`src/rtl/sidt_pkg.sv`:
```
// Package for the sorted insert/delete table: request codes, result status codes,
// sequencer state type and the structs passed between the top level and the cells.
// No dependencies.
package sidt_pkg;

    localparam int ValW = 32;

    localparam logic [1:0] ACT_INSERT = 2'd0;
    localparam logic [1:0] ACT_DELETE = 2'd1;
    localparam logic [1:0] ACT_SEARCH = 2'd2;

    localparam logic [1:0] ST_DONE    = 2'd0;
    localparam logic [1:0] ST_FULL    = 2'd1;
    localparam logic [1:0] ST_MISSING = 2'd2;

    typedef enum logic [1:0] {
        SEQ_IDLE,
        SEQ_CMP,
        SEQ_UPD,
        SEQ_RES
    } seq_state_t;

    // broadcast from the sequencer to every cell
    typedef struct packed {
        logic             cmp_en;
        logic             shift_ins;
        logic             shift_del;
        logic [1:0]       action;
        logic [ValW-1:0]  value;
    } cell_cmd_t;

    // registered compare flags a cell shows its upper neighbour
    typedef struct packed {
        logic occ;
        logic gt;
        logic ge;
        logic eq;
    } cell_link_t;

endpackage

```
`src/rtl/sidt_cell.sv`:
```
// One slot of the sorted table: holds an entry, compares it with the broadcast
// value and moves data to and from its neighbours. Depends on sidt_pkg.
module sidt_cell #(
    parameter int IDX = 0,
    parameter int CW  = 7
) (
    input  logic                        aclk,
    input  sidt_pkg::cell_cmd_t         cmd,
    input  logic [CW-1:0]               count,
    input  sidt_pkg::cell_link_t        prev_link,
    input  logic [sidt_pkg::ValW-1:0]   prev_entry,
    input  logic [sidt_pkg::ValW-1:0]   next_entry,
    output sidt_pkg::cell_link_t        link,
    output logic [sidt_pkg::ValW-1:0]   entry,
    output logic                        hit,
    output logic [sidt_pkg::ValW-1:0]   last_val
);

    localparam logic [CW-1:0] IDX_C  = CW'(IDX);
    localparam logic [CW-1:0] IDX_P1 = CW'(IDX + 1);
    localparam logic          FIRST  = (IDX == 0);

    logic [sidt_pkg::ValW-1:0] entry_reg;
    logic [sidt_pkg::ValW-1:0] entry_next;
    sidt_pkg::cell_link_t      link_reg;
    sidt_pkg::cell_link_t      link_next;
    logic                      hit_ins;
    logic                      hit_del;
    logic                      occ;

    assign occ = (count > IDX_C);

    always_comb begin
        link_next = link_reg;
        if (cmd.cmp_en) begin
            link_next.occ = occ;
            link_next.gt  = occ && ($signed(entry_reg) > $signed(cmd.value));
            link_next.ge  = occ && ($signed(entry_reg) >= $signed(cmd.value));
            link_next.eq  = occ && (entry_reg == cmd.value);
        end
    end

    // sorted order makes the insert point and first match local edges
    assign hit_ins = !prev_link.gt &&
                     (link_reg.gt || (!link_reg.occ && (FIRST || prev_link.occ)));
    assign hit_del = link_reg.eq && !prev_link.eq;
    assign hit     = (cmd.action == sidt_pkg::ACT_INSERT) ? hit_ins : hit_del;

    always_comb begin
        entry_next = entry_reg;
        if (cmd.shift_ins) begin
            if (prev_link.gt) begin
                entry_next = prev_entry;
            end else if (hit_ins) begin
                entry_next = cmd.value;
            end
        end else if (cmd.shift_del && link_reg.ge) begin
            entry_next = next_entry;
        end
    end

    always_ff @(posedge aclk) begin
        entry_reg <= entry_next;
        link_reg  <= link_next;
    end

    assign link     = link_reg;
    assign entry    = entry_reg;
    assign last_val = (count == IDX_P1) ? entry_reg : '0;

endmodule

```
`config.mk`:
```
export PLATFORM = sky130hd
export DESIGN_NAME = sidt_cell
export DESIGN_NICKNAME = d
export VERILOG_FILES = /design/src/rtl/sidt_pkg.sv /design/src/rtl/sidt_cell.sv
export SDC_FILE = /design/constraint.sdc
export NUM_CORES = 1
export LEC_CHECK = 0
export ABC_AREA = 1
export ABC_CLOCK_PERIOD_IN_PS = 4400
export BUFFER_PORTS_ARGS = -buffer_cell sky130_fd_sc_hd__buf_2
export CAP_MARGIN = 15
export CORE_MARGIN = 2
export CORE_UTILIZATION = 44
export DETAILED_ROUTE_END_ITERATION = 10
export GPL_TIMING_DRIVEN = 0
export PLACE_DENSITY = 0.81
export SYNTH_ARGS = -nofsm -noshare
export SYNTH_HDL_FRONTEND = slang
export SYNTH_SLANG_ARGS = --single-unit
```
`constraint.sdc`:
```
create_clock -name aclk -period 4.4 [get_ports aclk]
set_input_delay 1.32 -clock aclk [delete_from_list [all_inputs] [get_ports aclk]]
set_output_delay 1.32 -clock aclk [all_outputs]
set_load 0.02 [all_outputs]
```
* Yosys cells after proc, flatten, opt, wreduce, memory -nomap -nowiden
Index checks and enable logic that the tools add are counted.
Storage, ports and cells: register bits after elaboration 36, bits in latches 0, bits in writable memories 0, bits in read-only memories 0, input port bits 113, output and inout port bits 69, logic and storage cells 30, memories kept 0
Cells by class: add/sub/neg operators 0, multiply operators 0, divide/modulo/power cells 0, magnitude comparators 3, equal/unequal tests 3, shift operators 0, mux-type cells 6, bitwise logic cells 0, reductions and logical operators 13
Operators by type and width (count):
- $mux W32 | 5
- $eq A32 B32 Y1 | 1
- $ge A32 B32 Y1 | 1
- $gt A32 B32 Y1 | 1
- $eq A7 B1 Y1 const B | 1
- $gt A7 B1 Y1 const B | 1
- $logic_and A1 B1 Y1 | 6
- $logic_not A1 Y1 | 3
- $ne A3 B1 Y1 const B | 1
- $logic_not A2 Y1 | 1
- $reduce_and A2 Y1 | 1
- $reduce_bool A2 Y1 | 1
- $logic_or A1 B1 Y1 | 1
- $mux W1 | 1

* Depth between registers and ports, before layout
depth after elaboration 6, depth in mapped cells 16, mapped depth without buffers 16

* Least setup slack after synthesis
OpenSTA, ideal clock, no wires.
path kind input -> register, start input prev_link[2] (netlist name), end register entry_reg, in the netlist entry[0] (enable), library setup time 441 ps, arrival 3505 ps, data required time 3959 ps, slack 455 ps, cell stages on the path 4, buffers on the path 2, cells stage by stage buf_2 clkinv_1 clkbuf_1 a31oi_1
On the way: word-level cells in the longest chain between the ends 4
RTL lines:
- start, declared | line sidt_cell.sv:10 | input sidt_pkg::cell_link_t prev_link,
- $logic_not A1 Y1 | line sidt_cell.sv:44 | assign hit_ins = !prev_link.gt &&
- $logic_and A1 B1 Y1 | line sidt_cell.sv:44
- $ne A3 B1 Y1 (no line) *
- $reduce_and A2 Y1 (no line) *
- end signal, assigned | line sidt_cell.sv:63 | entry_reg <= entry_next;
- end, declared | line sidt_cell.sv:23 | logic [sidt_pkg::ValW-1:0] entry_reg;
Every way passes the cells marked *; elsewhere a longest branch is shown, timed or not. A chain may end at the register's enable or synchronous reset.

* Worst setup path after layout
start input count[1], end output last_val[16] (netlist name)
On the way: word-level cells in the longest chain between the ends 2
RTL lines:
- start, declared | line sidt_cell.sv:9 | input logic [CW-1:0] count,
- $eq A7 B1 Y1 | line sidt_cell.sv:69 | assign last_val = (count == IDX_P1) ? entry_reg : '0;
- $mux W32 | line sidt_cell.sv:69
- end, declared | line sidt_cell.sv:16 | output logic [sidt_pkg::ValW-1:0] last_val
No other way between the ends.

==> flow_summary_export.csv <==
group,metric,value,unit
run_status,status,"complete, no violations",
clocking,postCtsSetupBuffers,0,
worst_setup_path,cp-start-kind,"primary input",
clocking,cts.path.max_buffers,2,
worst_setup_path,path_max_fanout,10,
layout,nets,736,
floorplanning,core,6680,um2
timing,fin_setup_tns,0,ns
floorplanning,initial_utilization,44.8,%
floorplanning,die_w,86.5,um
layout,drive_gt1_share,34.0,%
global_route,grt_pass1_vias,3257,
timing,setup_ws,0.596,ns
power,peakVddDrop,0.146,mV
timing,setup_viol,0,
power,p_leak,2.38,nW
placed_design,io_buffers,177,
layout,insertedDiodeCount,0,
worst_setup_path,end_kind,"output pin",
synth,synth_cell_types,31,
clocking,cts_max_level,2,
flow_run,maxCapViolCount,0,
power,pwr_density_cell,250,nW/um2
synth,synth-seq-cells,36,
placed_design,hpwl,7.27,mm
global_route,gr-total-overflow,0,
layout,largest_register_ffs,32,
placed_design,place_ws,0.582,ns
synth,synthTopCellsByArea,"edfxtp_1 36%, ha_1 13%, nand2_1 13%, inv_1 9.3%, nor2_1 8.8%",
drt,ant_nets,0,
timing,slew_viol_final,0,
global_route,antenna_found_initial,0,
min_path,hp-class,"reg -> reg",
synth,ys_async_sr_fraction,0,%
global_route,gr-usage-all-layers,23.7,%
synth,yosysTopAreaCell,"edfxtp_1",
floorplanning,die_h,86.5,um
floorplanning,ios,182,
drt,vias,3271,
clocking,clock-root-buffer,"clkbuf_8",
drt,wire_per_inst,13.1,um
floorplanning,die_area,7470,um2
drt,vias_per_cell,4.87,
clocking,cts.sinks,36,
clocking,clk_pin_slew_worst_paths,0.07,ns
timing,whs,0.967,ns
synth,ys_seq_area_share,36.1,%
global_route,grt_first_pass_wirelength,14.2,mm
timing,max_freq,263,MHz
drt,drc,0,
clocking,insertion_delay,0.28,ns
timing,clock_skew,0.00875,ns
global_route,grt_max_degree,18,
clocking,numCtsBuffers,5,
synth,synthCells,406,
drt,drt_iter0_drc,159,
synth,synthFlopType,"edfxtp_1",
timing,fin_crit,3.80,ns
layout,syn_to_final_growth,37.1,%
floorplanning,row_count,30,
timing,rsz0062_at_grt,"no",
clocking,ctsHoldBuffers,0,
synth,yosysMostFrequentCell,"nand2_1",
layout,num-fill-cells,619,
synth,synth_common_cells,"102 x nand2_1, 74 x inv_1, 70 x nor2_1, 36 x edfxtp_1, 33 x a31oi_1",
worst_setup_path,required,3.08,ns
placed_design,gp_congestion,0.859,
timing,slew-limit-headroom,53.8,%
worst_setup_path,path_class,"in -> out",
clocking,postCtsResizedCells,0,
worst_setup_path,cp.arrival,2.48,ns
timing,hold_viol,0,
synth,synthDominantCellAreaShare,36.1,%
drt,dr.pass1.iters,4,
timing,layout_worst_path_cycle_share,86.4,%
synth,synth_area,2990,um2
synth,synth_enable_flop_cells,36,
clocking,cts_tree,"built",
synth,syn_nets,551,
synth,avgSynthCellArea,7.37,um2
synth,ys_warn_count,0,
drt,wl,8.81,mm
timing,tightest_slew,0.693,ns
==> per-layer routing <==
| metal | vias up | GRT usage, % | wire [um] |
|---|---|---|---|
| li1 | 1669 | - | - |
| met1 | 1461 | 27.8 | 3510 |
| met2 | 131 | 44.5 | 4680 |
| met3 | 10 | 2.57 | 499 |
| met4 | 0 | 8.24 | 125 |
| met5 | - | 0 | 0 |
==> area by class of cell <==
| cell class | count | area [um2] | area share [%] |
|---|---|---|---|
| Tap cell | 80 | 100 | 2.44 |
| Timing Repair Buffer | 178 | 913 | 22.3 |
| Inverter | 76 | 285 | 6.96 |
| Clock buffer | 7 | 76.3 | 1.86 |
| Clock inverter | 1 | 3.75 | 0.0915 |
| Buffer | 17 | 88.8 | 2.17 |
| Sequential cell | 36 | 1080 | 26.4 |
| Multi-Input combinational cell | 277 | 1550 | 37.8 |
==> where the power goes <==
group          switching [W]  leakage (nW)  internal [W]
Clock               0.000115        0.0399      0.000110
Sequential         0.0000273         0.352      0.000426
Combinational       0.000207          1.98      0.000139
Total               0.000349          2.38      0.000676
==> cell usage in the layout (no fill, tap or decap) <==
| cell type | n |
|---|---|
| inv_1 | 74 |
| nand3b_1 | 1 |
| buf_16 | 1 |
| nand3b_4 | 1 |
| nor3b_1 | 1 |
| ha_1 | 32 |
| nor2_2 | 3 |
| or3_1 | 1 |
| nand2_2 | 1 |
| nand3_1 | 2 |
| clkinv_1 | 2 |
| clkbuf_8 | 5 |
| or2_2 | 1 |
| nor2_1 | 70 |
| edfxtp_1 | 36 |
| a21oi_1 | 15 |
| nand3_2 | 1 |
| nor3_1 | 1 |
| nand4_1 | 1 |
| o21a_1 | 2 |
| nand4_4 | 1 |
| nor4_4 | 1 |
| and2_4 | 1 |
| inv_2 | 1 |
| nand2_1 | 102 |
| buf_1 | 2 |
| a31oi_1 | 32 |
| o21ai_0 | 4 |
| nor2_4 | 1 |
| a21o_1 | 1 |
| clkbuf_1 | 12 |
| buf_6 | 3 |
| buf_2 | 179 |
| a31oi_4 | 1 |
==> worst max-delay path: stages <==
cell,delay (ns)
buf_2,0.09
or3_1,0.40
nand3b_4,0.23
buf_6,0.19
nor2_1,0.08
buf_2,0.17
==> per-stage QoR <==
step | total power [W] | utilization (%) | instance area [um2] | cells
CTS | 0.00103 | 61.4 | 4100 | 672
detailed placement | 0.000807 | 60.2 | 4020 | 664
global placement | 0.000785 | 59.5 | 3980 | 663
floorplan | 0.000665 | - | 2990 | 406
global route | 0.00109 | 61.4 | 4100 | 672
finish | 0.00102 | 61.4 | 4100 | 672
==> kinds of logic (layout without fill, tap and decap cells) <==
logic type                 count (synthesis)  in the layout  share of synthesized area [%]
and+or+nand+nor                          190            190                           27.1
buffers and inverters                     93            279                           12.5
AOI/OAI and AO/OA                         55             55                           10.8
DFF                                       36             36                           36.1
adders and majority gates                 32             32                           13.4
==> worst paths after layout <==
path                       startpoint                 to  slack, ns  depth (start not counted)
setup / recovery             count[1]       last_val[16]       0.60                          6
hold / removal    entry[31]$_DFFE_PP_  link[1]$_DFFE_PP_       0.97                          5
setup reg to reg  entry[31]$_DFFE_PP_  link[1]$_DFFE_PP_       2.55                         11
hold reg to reg   entry[31]$_DFFE_PP_  link[1]$_DFFE_PP_       0.97                          5
(Power assumes the default switching activity.)
